==> config.mk <==
export PLATFORM = sky130hd
export DESIGN_NAME = telemetry_frame_builder_crc16_top
export DESIGN_NICKNAME = d
export VERILOG_FILES = /design/src/rtl/tfb_pkg.sv /design/src/rtl/tfb_front.sv /design/src/rtl/tfb_queue.sv /design/src/rtl/tfb_back.sv /design/src/rtl/telemetry_frame_builder_crc16_top.sv
export SDC_FILE = /design/constraint.sdc
export NUM_CORES = 1
export LEC_CHECK = 0
export BUFFER_PORTS_ARGS = -buffer_cell sky130_fd_sc_hd__buf_2
export CORE_MARGIN = 3
export CORE_UTILIZATION = 45
export CTS_CLUSTER_DIAMETER = 100
export CTS_CLUSTER_SIZE = 24
export DETAILED_ROUTE_END_ITERATION = 12
export GPL_TIMING_DRIVEN = 0
export MAX_ROUTING_LAYER = met4
export SYNTH_ARGS = -nofsm -noshare
export SYNTH_HDL_FRONTEND = slang
export SYNTH_SLANG_ARGS = --single-unit
export TNS_END_PERCENT = 1
==> constraint.sdc <==
create_clock -name clock -period 3.5 [get_ports clock]
set_clock_uncertainty 0.15 [all_clocks]
set_input_delay 0.525 -clock clock [delete_from_list [all_inputs] [get_ports clock]]
set_output_delay 0.525 -clock clock [all_outputs]
set_load 0.01 [all_outputs]
==> src/rtl/tfb_pkg.sv <==
// ----------------------------------------------------------------------------
// Telemetry frame builder package
// Shared job record, job kinds, frame constants and the CRC-16 byte update.
// ----------------------------------------------------------------------------
package tfb_pkg;

   localparam logic [7:0]  SYNC_FIRST     = 8'hA5;
   localparam logic [7:0]  SYNC_SECOND    = 8'h5A;
   localparam logic [15:0] CRC_SEED       = 16'hFFFF;
   localparam logic [8:0]  CAPACITY_RESET = 9'd261;
   localparam logic [8:0]  FRAME_OVERHEAD = 9'd6;

   localparam int QUEUE_DEPTH = 4;
   localparam int QUEUE_AW    = 2;

   localparam logic [2:0] STEP_HEADER_LAST  = 3'd3;
   localparam logic [2:0] STEP_START_LAST   = 3'd5;
   localparam logic [2:0] STEP_PAYLOAD_LAST = 3'd2;
   localparam logic [2:0] STEP_SINGLE       = 3'd0;

   typedef enum logic [1:0] {
      JOB_START,
      JOB_PAYLOAD,
      JOB_ERROR
   } job_kind_type;

   typedef struct packed {
      job_kind_type kind;
      logic [7:0]   data;
      logic [7:0]   len;
      logic [15:0]  crc;
      logic         trailer;
   } job_type;

   function automatic logic [15:0] crc_byte(input logic [15:0] crc, input logic [7:0] b);
      logic [7:0] e;
      logic [7:0] f;
      e = crc[7:0] ^ b;
      f = e ^ {e[3:0], 4'b0000};
      return {8'h00, crc[15:8]} ^ {f, 8'h00} ^ {5'b00000, f, 3'b000} ^ {12'h000, f[7:4]};
   endfunction

endpackage

==> src/rtl/tfb_front.sv <==
// ----------------------------------------------------------------------------
// Telemetry frame builder front end
// Accepts commands, checks capacity and framing, keeps the running CRC and
// hands one job per accepted word to the queue.
// ----------------------------------------------------------------------------
module tfb_front (
   input  logic             clock,
   input  logic             reset,
   input  logic             req_tvalid,
   output logic             req_tready,
   input  logic [23:0]      req_tdata,
   input  logic             req_tuser,
   input  logic             csr_valid,
   output logic             csr_ready,
   input  logic [8:0]       csr_data,
   input  logic             queue_full,
   output logic             push,
   output tfb_pkg::job_type push_job
);

   logic [15:0] crc_ff, crc_in;
   logic [7:0]  left_ff, left_in;
   logic        in_frame_ff, in_frame_in;
   logic [8:0]  capacity_ff, capacity_in;

   logic [7:0]  frame_type;
   logic [7:0]  payload_length;
   logic [7:0]  payload_byte;
   logic [15:0] crc_hdr;
   logic [15:0] crc_pay;
   logic [7:0]  left_dec;
   logic        too_big;

   assign frame_type     = req_tdata[7:0];
   assign payload_length = req_tdata[15:8];
   assign payload_byte   = req_tdata[23:16];

   assign req_tready = ~queue_full;
   assign push       = req_tvalid & req_tready;
   assign csr_ready  = 1'b1;

   assign crc_hdr  = tfb_pkg::crc_byte(tfb_pkg::crc_byte(tfb_pkg::CRC_SEED, frame_type),
                                       payload_length);
   assign crc_pay  = tfb_pkg::crc_byte(crc_ff, payload_byte);
   assign left_dec = left_ff - 8'd1;
   assign too_big  = ({1'b0, payload_length} + tfb_pkg::FRAME_OVERHEAD) > capacity_ff;

   always_comb begin
      crc_in      = crc_ff;
      left_in     = left_ff;
      in_frame_in = in_frame_ff;
      capacity_in = capacity_ff;
      push_job.kind    = tfb_pkg::JOB_ERROR;
      push_job.data    = payload_byte;
      push_job.len     = payload_length;
      push_job.crc     = crc_pay;
      push_job.trailer = 1'b0;
      if (csr_valid) begin
         capacity_in = csr_data;
      end
      if (push) begin
         if (!req_tuser) begin
            if (too_big) begin
               in_frame_in = 1'b0;
               left_in     = 8'd0;
               crc_in      = tfb_pkg::CRC_SEED;
            end else begin
               push_job.kind    = tfb_pkg::JOB_START;
               push_job.data    = frame_type;
               push_job.crc     = crc_hdr;
               push_job.trailer = (payload_length == 8'd0);
               if (payload_length == 8'd0) begin
                  in_frame_in = 1'b0;
                  left_in     = 8'd0;
                  crc_in      = tfb_pkg::CRC_SEED;
               end else begin
                  in_frame_in = 1'b1;
                  left_in     = payload_length;
                  crc_in      = crc_hdr;
               end
            end
         end else if (in_frame_ff) begin
            push_job.kind    = tfb_pkg::JOB_PAYLOAD;
            push_job.trailer = (left_dec == 8'd0);
            if (left_dec == 8'd0) begin
               in_frame_in = 1'b0;
               left_in     = 8'd0;
               crc_in      = tfb_pkg::CRC_SEED;
            end else begin
               left_in = left_dec;
               crc_in  = crc_pay;
            end
         end
      end
   end

   always_ff @(posedge clock) begin
      if (reset) begin
         crc_ff      <= tfb_pkg::CRC_SEED;
         left_ff     <= 8'd0;
         in_frame_ff <= 1'b0;
         capacity_ff <= tfb_pkg::CAPACITY_RESET;
      end else begin
         crc_ff      <= crc_in;
         left_ff     <= left_in;
         in_frame_ff <= in_frame_in;
         capacity_ff <= capacity_in;
      end
   end

endmodule

==> src/rtl/tfb_queue.sv <==
// ----------------------------------------------------------------------------
// Telemetry frame builder job queue
// Short first-in first-out queue of jobs between the front and back ends.
// ----------------------------------------------------------------------------
module tfb_queue (
   input  logic             clock,
   input  logic             reset,
   input  logic             push,
   input  tfb_pkg::job_type push_job,
   output logic             full,
   input  logic             pop,
   output logic             head_valid,
   output tfb_pkg::job_type head_job
);

   tfb_pkg::job_type entry_ff [tfb_pkg::QUEUE_DEPTH];

   logic [tfb_pkg::QUEUE_AW-1:0] wr_ptr_ff, wr_ptr_in;
   logic [tfb_pkg::QUEUE_AW-1:0] rd_ptr_ff, rd_ptr_in;
   logic [tfb_pkg::QUEUE_AW:0]   count_ff, count_in;

   assign full       = (count_ff == (tfb_pkg::QUEUE_AW + 1)'(tfb_pkg::QUEUE_DEPTH));
   assign head_valid = (count_ff != '0);
   assign head_job   = entry_ff[rd_ptr_ff];

   always_comb begin
      wr_ptr_in = wr_ptr_ff;
      rd_ptr_in = rd_ptr_ff;
      count_in  = count_ff;
      if (push) begin
         wr_ptr_in = wr_ptr_ff + 1'b1;
      end
      if (pop) begin
         rd_ptr_in = rd_ptr_ff + 1'b1;
      end
      if (push && !pop) begin
         count_in = count_ff + 1'b1;
      end else if (pop && !push) begin
         count_in = count_ff - 1'b1;
      end
   end

   always_ff @(posedge clock) begin
      if (push) begin
         entry_ff[wr_ptr_ff] <= push_job;
      end
   end

   always_ff @(posedge clock) begin
      if (reset) begin
         wr_ptr_ff <= '0;
         rd_ptr_ff <= '0;
         count_ff  <= '0;
      end else begin
         wr_ptr_ff <= wr_ptr_in;
         rd_ptr_ff <= rd_ptr_in;
         count_ff  <= count_in;
      end
   end

endmodule

==> src/rtl/tfb_back.sv <==
// ----------------------------------------------------------------------------
// Telemetry frame builder back end
// Expands each queued job into its wire bytes and holds them in the output
// register until they are taken.
// ----------------------------------------------------------------------------
module tfb_back (
   input  logic             clock,
   input  logic             reset,
   input  logic             head_valid,
   input  tfb_pkg::job_type head_job,
   output logic             pop,
   output logic             rsp_tvalid,
   input  logic             rsp_tready,
   output logic [7:0]       rsp_tdata,
   output logic             rsp_tlast,
   output logic             rsp_tuser
);

   logic [2:0] step_ff, step_in;
   logic       valid_ff, valid_in;
   logic [7:0] byte_ff, byte_in;
   logic       last_ff, last_in;
   logic       err_ff, err_in;

   logic       emit;
   logic [2:0] last_step;
   logic [7:0] next_byte;
   logic       next_last;
   logic       next_err;

   assign emit = head_valid & (~valid_ff | rsp_tready);
   assign pop  = emit & (step_ff == last_step);

   always_comb begin
      last_step = tfb_pkg::STEP_SINGLE;
      next_byte = 8'h00;
      next_last = 1'b0;
      next_err  = 1'b0;
      case (head_job.kind)
         tfb_pkg::JOB_START: begin
            last_step = head_job.trailer ? tfb_pkg::STEP_START_LAST : tfb_pkg::STEP_HEADER_LAST;
            case (step_ff)
               3'd0:    next_byte = tfb_pkg::SYNC_FIRST;
               3'd1:    next_byte = tfb_pkg::SYNC_SECOND;
               3'd2:    next_byte = head_job.data;
               3'd3:    next_byte = head_job.len;
               3'd4:    next_byte = head_job.crc[7:0];
               default: begin
                  next_byte = head_job.crc[15:8];
                  next_last = 1'b1;
               end
            endcase
         end
         tfb_pkg::JOB_PAYLOAD: begin
            last_step = head_job.trailer ? tfb_pkg::STEP_PAYLOAD_LAST : tfb_pkg::STEP_SINGLE;
            case (step_ff)
               3'd0:    next_byte = head_job.data;
               3'd1:    next_byte = head_job.crc[7:0];
               default: begin
                  next_byte = head_job.crc[15:8];
                  next_last = 1'b1;
               end
            endcase
         end
         default: begin
            next_last = 1'b1;
            next_err  = 1'b1;
         end
      endcase
   end

   always_comb begin
      step_in  = step_ff;
      valid_in = valid_ff;
      byte_in  = byte_ff;
      last_in  = last_ff;
      err_in   = err_ff;
      if (rsp_tready) begin
         valid_in = 1'b0;
      end
      if (emit) begin
         valid_in = 1'b1;
         byte_in  = next_byte;
         last_in  = next_last;
         err_in   = next_err;
         step_in  = pop ? 3'd0 : step_ff + 3'd1;
      end
   end

   always_ff @(posedge clock) begin
      if (reset) begin
         step_ff  <= 3'd0;
         valid_ff <= 1'b0;
      end else begin
         step_ff  <= step_in;
         valid_ff <= valid_in;
      end
   end

   always_ff @(posedge clock) begin
      byte_ff <= byte_in;
      last_ff <= last_in;
      err_ff  <= err_in;
   end

   assign rsp_tvalid = valid_ff;
   assign rsp_tdata  = byte_ff;
   assign rsp_tlast  = last_ff;
   assign rsp_tuser  = err_ff;

endmodule

==> src/rtl/telemetry_frame_builder_crc16_top.sv <==
// ----------------------------------------------------------------------------
// Telemetry frame builder with CRC-16 trailer
// An accepted word is written into the job queue, and its first byte is then
// registered in the output register. The back end sends one byte per cycle while
// the receiver is ready: a start word gives 4 bytes, or 6 with the trailer; a
// payload word 1 byte, or 3 with the trailer; an error 1. Input is taken every
// cycle while the four-entry job queue has room. Reset is synchronous: frame
// state cleared, capacity 261, queue and output empty.
module telemetry_frame_builder_crc16_top (
   input  logic        clock,
   input  logic        reset,
   input  logic        req_tvalid,
   output logic        req_tready,
   input  logic [23:0] req_tdata,   // frame_type, payload_length, payload_byte
   input  logic        req_tuser,   // cmd
   output logic        rsp_tvalid,
   input  logic        rsp_tready,
   output logic [7:0]  rsp_tdata,   // out_byte
   output logic        rsp_tlast,
   output logic        rsp_tuser,   // error_flag
   input  logic        csr_valid,
   output logic        csr_ready,
   input  logic [8:0]  csr_data
);

   logic             queue_full;
   logic             push;
   tfb_pkg::job_type push_job;
   logic             pop;
   logic             head_valid;
   tfb_pkg::job_type head_job;

   tfb_front u_front (
      .clock      (clock),
      .reset      (reset),
      .req_tvalid (req_tvalid),
      .req_tready (req_tready),
      .req_tdata  (req_tdata),
      .req_tuser  (req_tuser),
      .csr_valid  (csr_valid),
      .csr_ready  (csr_ready),
      .csr_data   (csr_data),
      .queue_full (queue_full),
      .push       (push),
      .push_job   (push_job)
   );

   tfb_queue u_queue (
      .clock      (clock),
      .reset      (reset),
      .push       (push),
      .push_job   (push_job),
      .full       (queue_full),
      .pop        (pop),
      .head_valid (head_valid),
      .head_job   (head_job)
   );

   tfb_back u_back (
      .clock      (clock),
      .reset      (reset),
      .head_valid (head_valid),
      .head_job   (head_job),
      .pop        (pop),
      .rsp_tvalid (rsp_tvalid),
      .rsp_tready (rsp_tready),
      .rsp_tdata  (rsp_tdata),
      .rsp_tlast  (rsp_tlast),
      .rsp_tuser  (rsp_tuser)
   );

endmodule

# == Word-level counts from Yosys, hierarchy flattened ==
# Memories as Yosys holds them, arrays and structs flattened. A register that Yosys moved wholly into a read port is not among the register bits.
# Cells that the tools add are included.
# word_totals
regBits,55
mem_bits_rw,140
input_bits,39
output_inout_bits,13
n_memories,1
# op_classes
n_addsub,7
magnitude_cmp,1
n_eq_ne,8
muxes,44
bitwise_logic,20
reduce_logical,15
# mem_list
memory,depth,width,read_ports,rd_ports_with_merged_regs,write_ports,line_no,text
u_queue.entry_ff,4,35,1,1,1,tfb_queue.sv:16,tfb_pkg::job_type entry_ff [tfb_pkg::QUEUE_DEPTH];
# ops
op,n
16-bit two-way mux,6
8-bit two-way mux,6
16-bit by 11-bit bitwise XOR with 16-bit output,3
16-bit by 4-bit bitwise XOR with 16-bit output,3
8-bit case mux with 5 select lines,1
8-bit bitwise XOR,5
17-bit two-way mux,2
8-bit case mux with 2 select lines,2
8-bit by 16-bit bitwise XOR with 16-bit output,2
10-bit two-way mux,2
8-bit zero test,2
1-bit two-way mux,14
3-bit two-way mux,4
2-bit two-way mux,5
8-bit by 3-bit adder with 9-bit output (second input constant),1
9-bit greater-than comparator,1
8-bit inverter,1
8-bit by 1-bit subtractor with 8-bit output (second input constant),1
3-bit by 1-bit adder with 3-bit output (second input constant),2
3-bit by 2-bit == test with 1-bit output (second input constant),2
3-bit == test (second input constant),2
3-bit case mux with 2 select lines,1
5-bit OR reduction,1
2-bit by 1-bit adder with 2-bit output (second input constant),2
17 further kinds,24

# == Depth between registers and ports, before layout ==
# depth
depth_word,12
mapped_depth,13
mapped_depth_nobuf,11

# == Cells and area by module ==
# A second synthesis with hierarchy kept.
# hier_totals
hier_cells,739
area_unflattened_um2,9892.0
# modules_own_cells
module,n_inst,cells_per_inst,area_per_inst_um2
tfb_queue,1,227,5532.8
tfb_front,1,384,3181.8
tfb_back,1,128,1177.4

# == Worst setup path after synthesis ==
# Ideal clock, no wire load.
# synth_timing
path_type,input port to flip-flop
startpoint,input req_tdata[13]
endpoint,memory u_queue.entry_ff[0][28] (netlist name) (data pin)
arrival_time_ns,2.929
path_slack_ns,0.155
path_stages,11
path_buffers,2
cell_sequence,clkbuf_1 nand4_1 nor2_1 xor2_1 ha_1 a21o_1 a21oi_1 o211ai_1 a21oi_1 buf_2 mux2_2
# synth_rtl
item,line_no,text
start: declaration,telemetry_frame_builder_crc16_top.sv:14,"input logic [23:0] req_tdata,"
end: declaration,tfb_queue.sv:16,

==> metrics <==
sequential cell area fraction in the yosys report=between 50% and 60%; type of destination of the critical path=register; Worst Hold Path EP=u_front.capacity_ff[8]; vias in the first global route=around 6000; Main synth FF type=edfxtp_1; Setup-failing EPs final=0; Initial DRC Count=approximately 430; Root Driver=clkbuf_16; RSZ-0062 raised after global routing=true; TritonCTS Buffers=17; chip height=149.8 microns; reg-to-reg endpoint=u_queue.count_ff[2]; CP max FO=8; Final Wtd Congestion=~0.94; Worst Path Required=approximately 3700 ps; R2R setup slack=120 ps; row cnt=51; Synth top area share=48.42%; most common cell after layout, fill and taps aside=edfxtp_1; gate count of the mapped netlist=approximately 690; layout cells sized above 1=~22%; CTS tree=built; ANT nets after route=0; GRT Overall Usage=21.07%; critical path startpoint category=register; clk slew on worst S/H paths=~70 ps; r2r worst-path depth=12; synthesis-to-finish area growth=14.10%; Netlist cell types=52; Slew HR=19.80%; HPWL Detailed=~16000 microns; drt first pass iters=5; worst endpoint data arrival time=between 3000 and 4000 ps; Post-Syn Area per Cell=approximately 13 sq um; ys async rst share=0%; Lkg Pwr=about 3.7 nW; first-pass GRT wire length=~34000 microns; Synth Warn #=0; total global routing overflow=0; initial antenna violation count=0; power per cell area=about 740 mW/mm^2; Hold Crit Start=csr_data[8]; commonest cells after routing, fill and taps aside=150 x edfxtp_1, 58 x nor2_1, 54 x buf_2; Post-Route WL=between 20000 and 25000 microns; CTS sink count=roughly 200; Synth area leader=edfxtp_1; Core Area=0.01991 sq mm; starting density of the core=46.73%; final net count=823; post-synthesis instance area=0.009303 sq mm; kind of critical path=reg2reg; final core utilization=a little over half; syn nets=between 700 and 800; Synth area leaders=edfxtp_1 48%, dfxtp_1 10%, mux4_2 8.5%; die area=0.02243 sq mm; Residual DRC=0; Die W=about 150 microns; detailed-route vias per instance=around 5.7; IO Pins=52; diodes inserted=0; final hold violations=0; WHS=between 150 and 200 ps; highest clock rate=just under 0.3 GHz; Final min period=around 3400 ps; via count=between 5000 and 6000; hold path depth=3; Routed WL per cell=approximately 21 microns; Worst VDD drop=0.0003939 V; largest net degree at the start of global routing=28; Layout fillers=1719; fin. max-slew vios=0; period utilization=~97%; post-CTS setup buffer count=0; #FFs+latches synth=between 150 and 200; Clk Latency, worst-skew pair=430 ps; Bufs on Longest Clock Path=2; Max-cap violations=0; Hold WC Path Type=in2reg; Port Buffer Count=48; Slew @ Worst Pin=around 1200 ps; Post-synth EDFFs=150; outcome=finished, final reports clean; H-Tree Depth=4
==> kinds of logic after synthesis <==
kind of cell,count (synthesis),synth area share (%)
DFF,197,58.53
AOI/OAI and AO/OA,148,10.77
other,1,0.04031
buffers and inverters,70,3.120
adders and majority gates,23,3.174
and+or+nand+nor,115,5.730
xor gates and xnor gates,77,7.249
muxes,61,11.38
==> worst max-delay path by stage <==
| stage | start | to | slack (ps) |
|---|---|---|---|
| 3_5_place_dp | req_tdata[12] | u_queue.entry_ff[0][14] | -990 |
| 3_3_place_gp | req_tdata[12] | u_queue.entry_ff[0][14] | -920 |
| 5_1_grt | register | u_queue.count_ff[2] | -40 |
| 4_1_cts | req_tdata[10] | u_queue.entry_ff[3][5] | 60 |
| 6_report | register | u_queue.count_ff[2] | 120 |
| 2_1_floorplan | req_tdata[13] | u_queue.entry_ff[0][28] | 150 |
==> what timing repair did <==
action / CTS / global route
hold buffers: 0 / 0
gates cloned: 0 / 0
pin swaps: 0 / 1
resized for setup: 11 / 19
endpoints found under the setup margin: 98 / 95
==> report_power, final <==
| group | internal (mW) | leakage (nW) | total, mW | switching, mW |
|---|---|---|---|---|
| clock network | 1.04 | 0.278 | 1.88 | 0.840 |
| logic | 1.13 | 1.63 | 2.81 | 1.68 |
| registers | 3.03 | 1.77 | 3.17 | 0.143 |
| total | 5.19 | 3.68 | 7.85 | 2.66 |
==> flip-flops by register name, summed over array words and instances (netlist names), named ones only <==
register,flops
u_queue.entry_ff,140
u_front.crc_ff,16
u_front.capacity_ff,9
u_back.rsp_tdata,8
u_front.left_ff,8
u_back.step_ff,3
u_queue.count_ff,3
u_queue.rd_ptr_ff,2
u_queue.wr_ptr_ff,2
u_back.rsp_tlast,1
u_back.rsp_tuser,1
u_back.rsp_tvalid,1
u_front.in_frame_ff,1
==> worst max-delay path: stages (launching register included) <==
cell and delay (ps):
dfxtp_1 320, buf_6 150, mux4_2 580, or2_1 270
a311oi_2 320, nor4_4 100, inv_1 110, ha_2 180
inv_1 60, fa_1 420, xor2_1 160, or3_1 330
a21oi_2 130
==> through the flow <==
stage	instances	worst slack [ps]	power (mW)	cell area [sq um]	setup TNS, ps
after floorplan	692	154.6	5.174	9303	0
after global placement	1005	-922.3	5.856	9874	-80310
after detailed placement	1009	-988.4	5.965	9960	-89440
after CTS	1039	63.32	7.866	10560	0
after global routing	1039	-40.81	8.319	10610	-96.53
final	1039	121.9	7.854	10610	0
==> metal layers <==
metal	track usage, %	routed length [microns]	vias up
li1	-	-	2752
met1	28.49	10030	2935
met2	32.76	10420	178
met3	3.725	976	27
met4	6.816	533	0
met5	-	0	-
==> final cells by class <==
| class | instances | area (sq um) | area share (%) |
|---|---|---|---|
| clock inverters | 11 | 98.84 | 0.9313 |
| inverters | 29 | 108.9 | 1.026 |
| clock buffers | 21 | 470.5 | 4.432 |
| flip-flops and latches | 197 | 5445 | 51.30 |
| well taps | 265 | 331.6 | 3.124 |
| repair buffers | 52 | 320.3 | 3.018 |
| plain buffers | 39 | 183.9 | 1.733 |
| multi-input cells | 425 | 3655 | 34.43 |
==> synth_stat cells (2+ instances only) <==
library cell  instances
a211o_1              16
a211oi_1              5
a21o_1                3
a21oi_1              51
a221oi_1             17
a22oi_1               9
a32oi_1               4
and3_1                5
buf_2                 7
buf_6                 2
clkbuf_1             30
dfxtp_1              47
edfxtp_1            150
ha_1                 22
inv_1                28
mux2_2                8
mux2i_1              18
mux4_2               35
nand2_1              19
nand2b_1              3
nand3_1               4
nor2_1               58
nor3_1               14
nor4_1                3
o211ai_1              8
o21ai_0              23
o21ai_1               3
xnor2_1              41
xor2_1               36
Note: power is estimated with default switching activity, not from simulation.
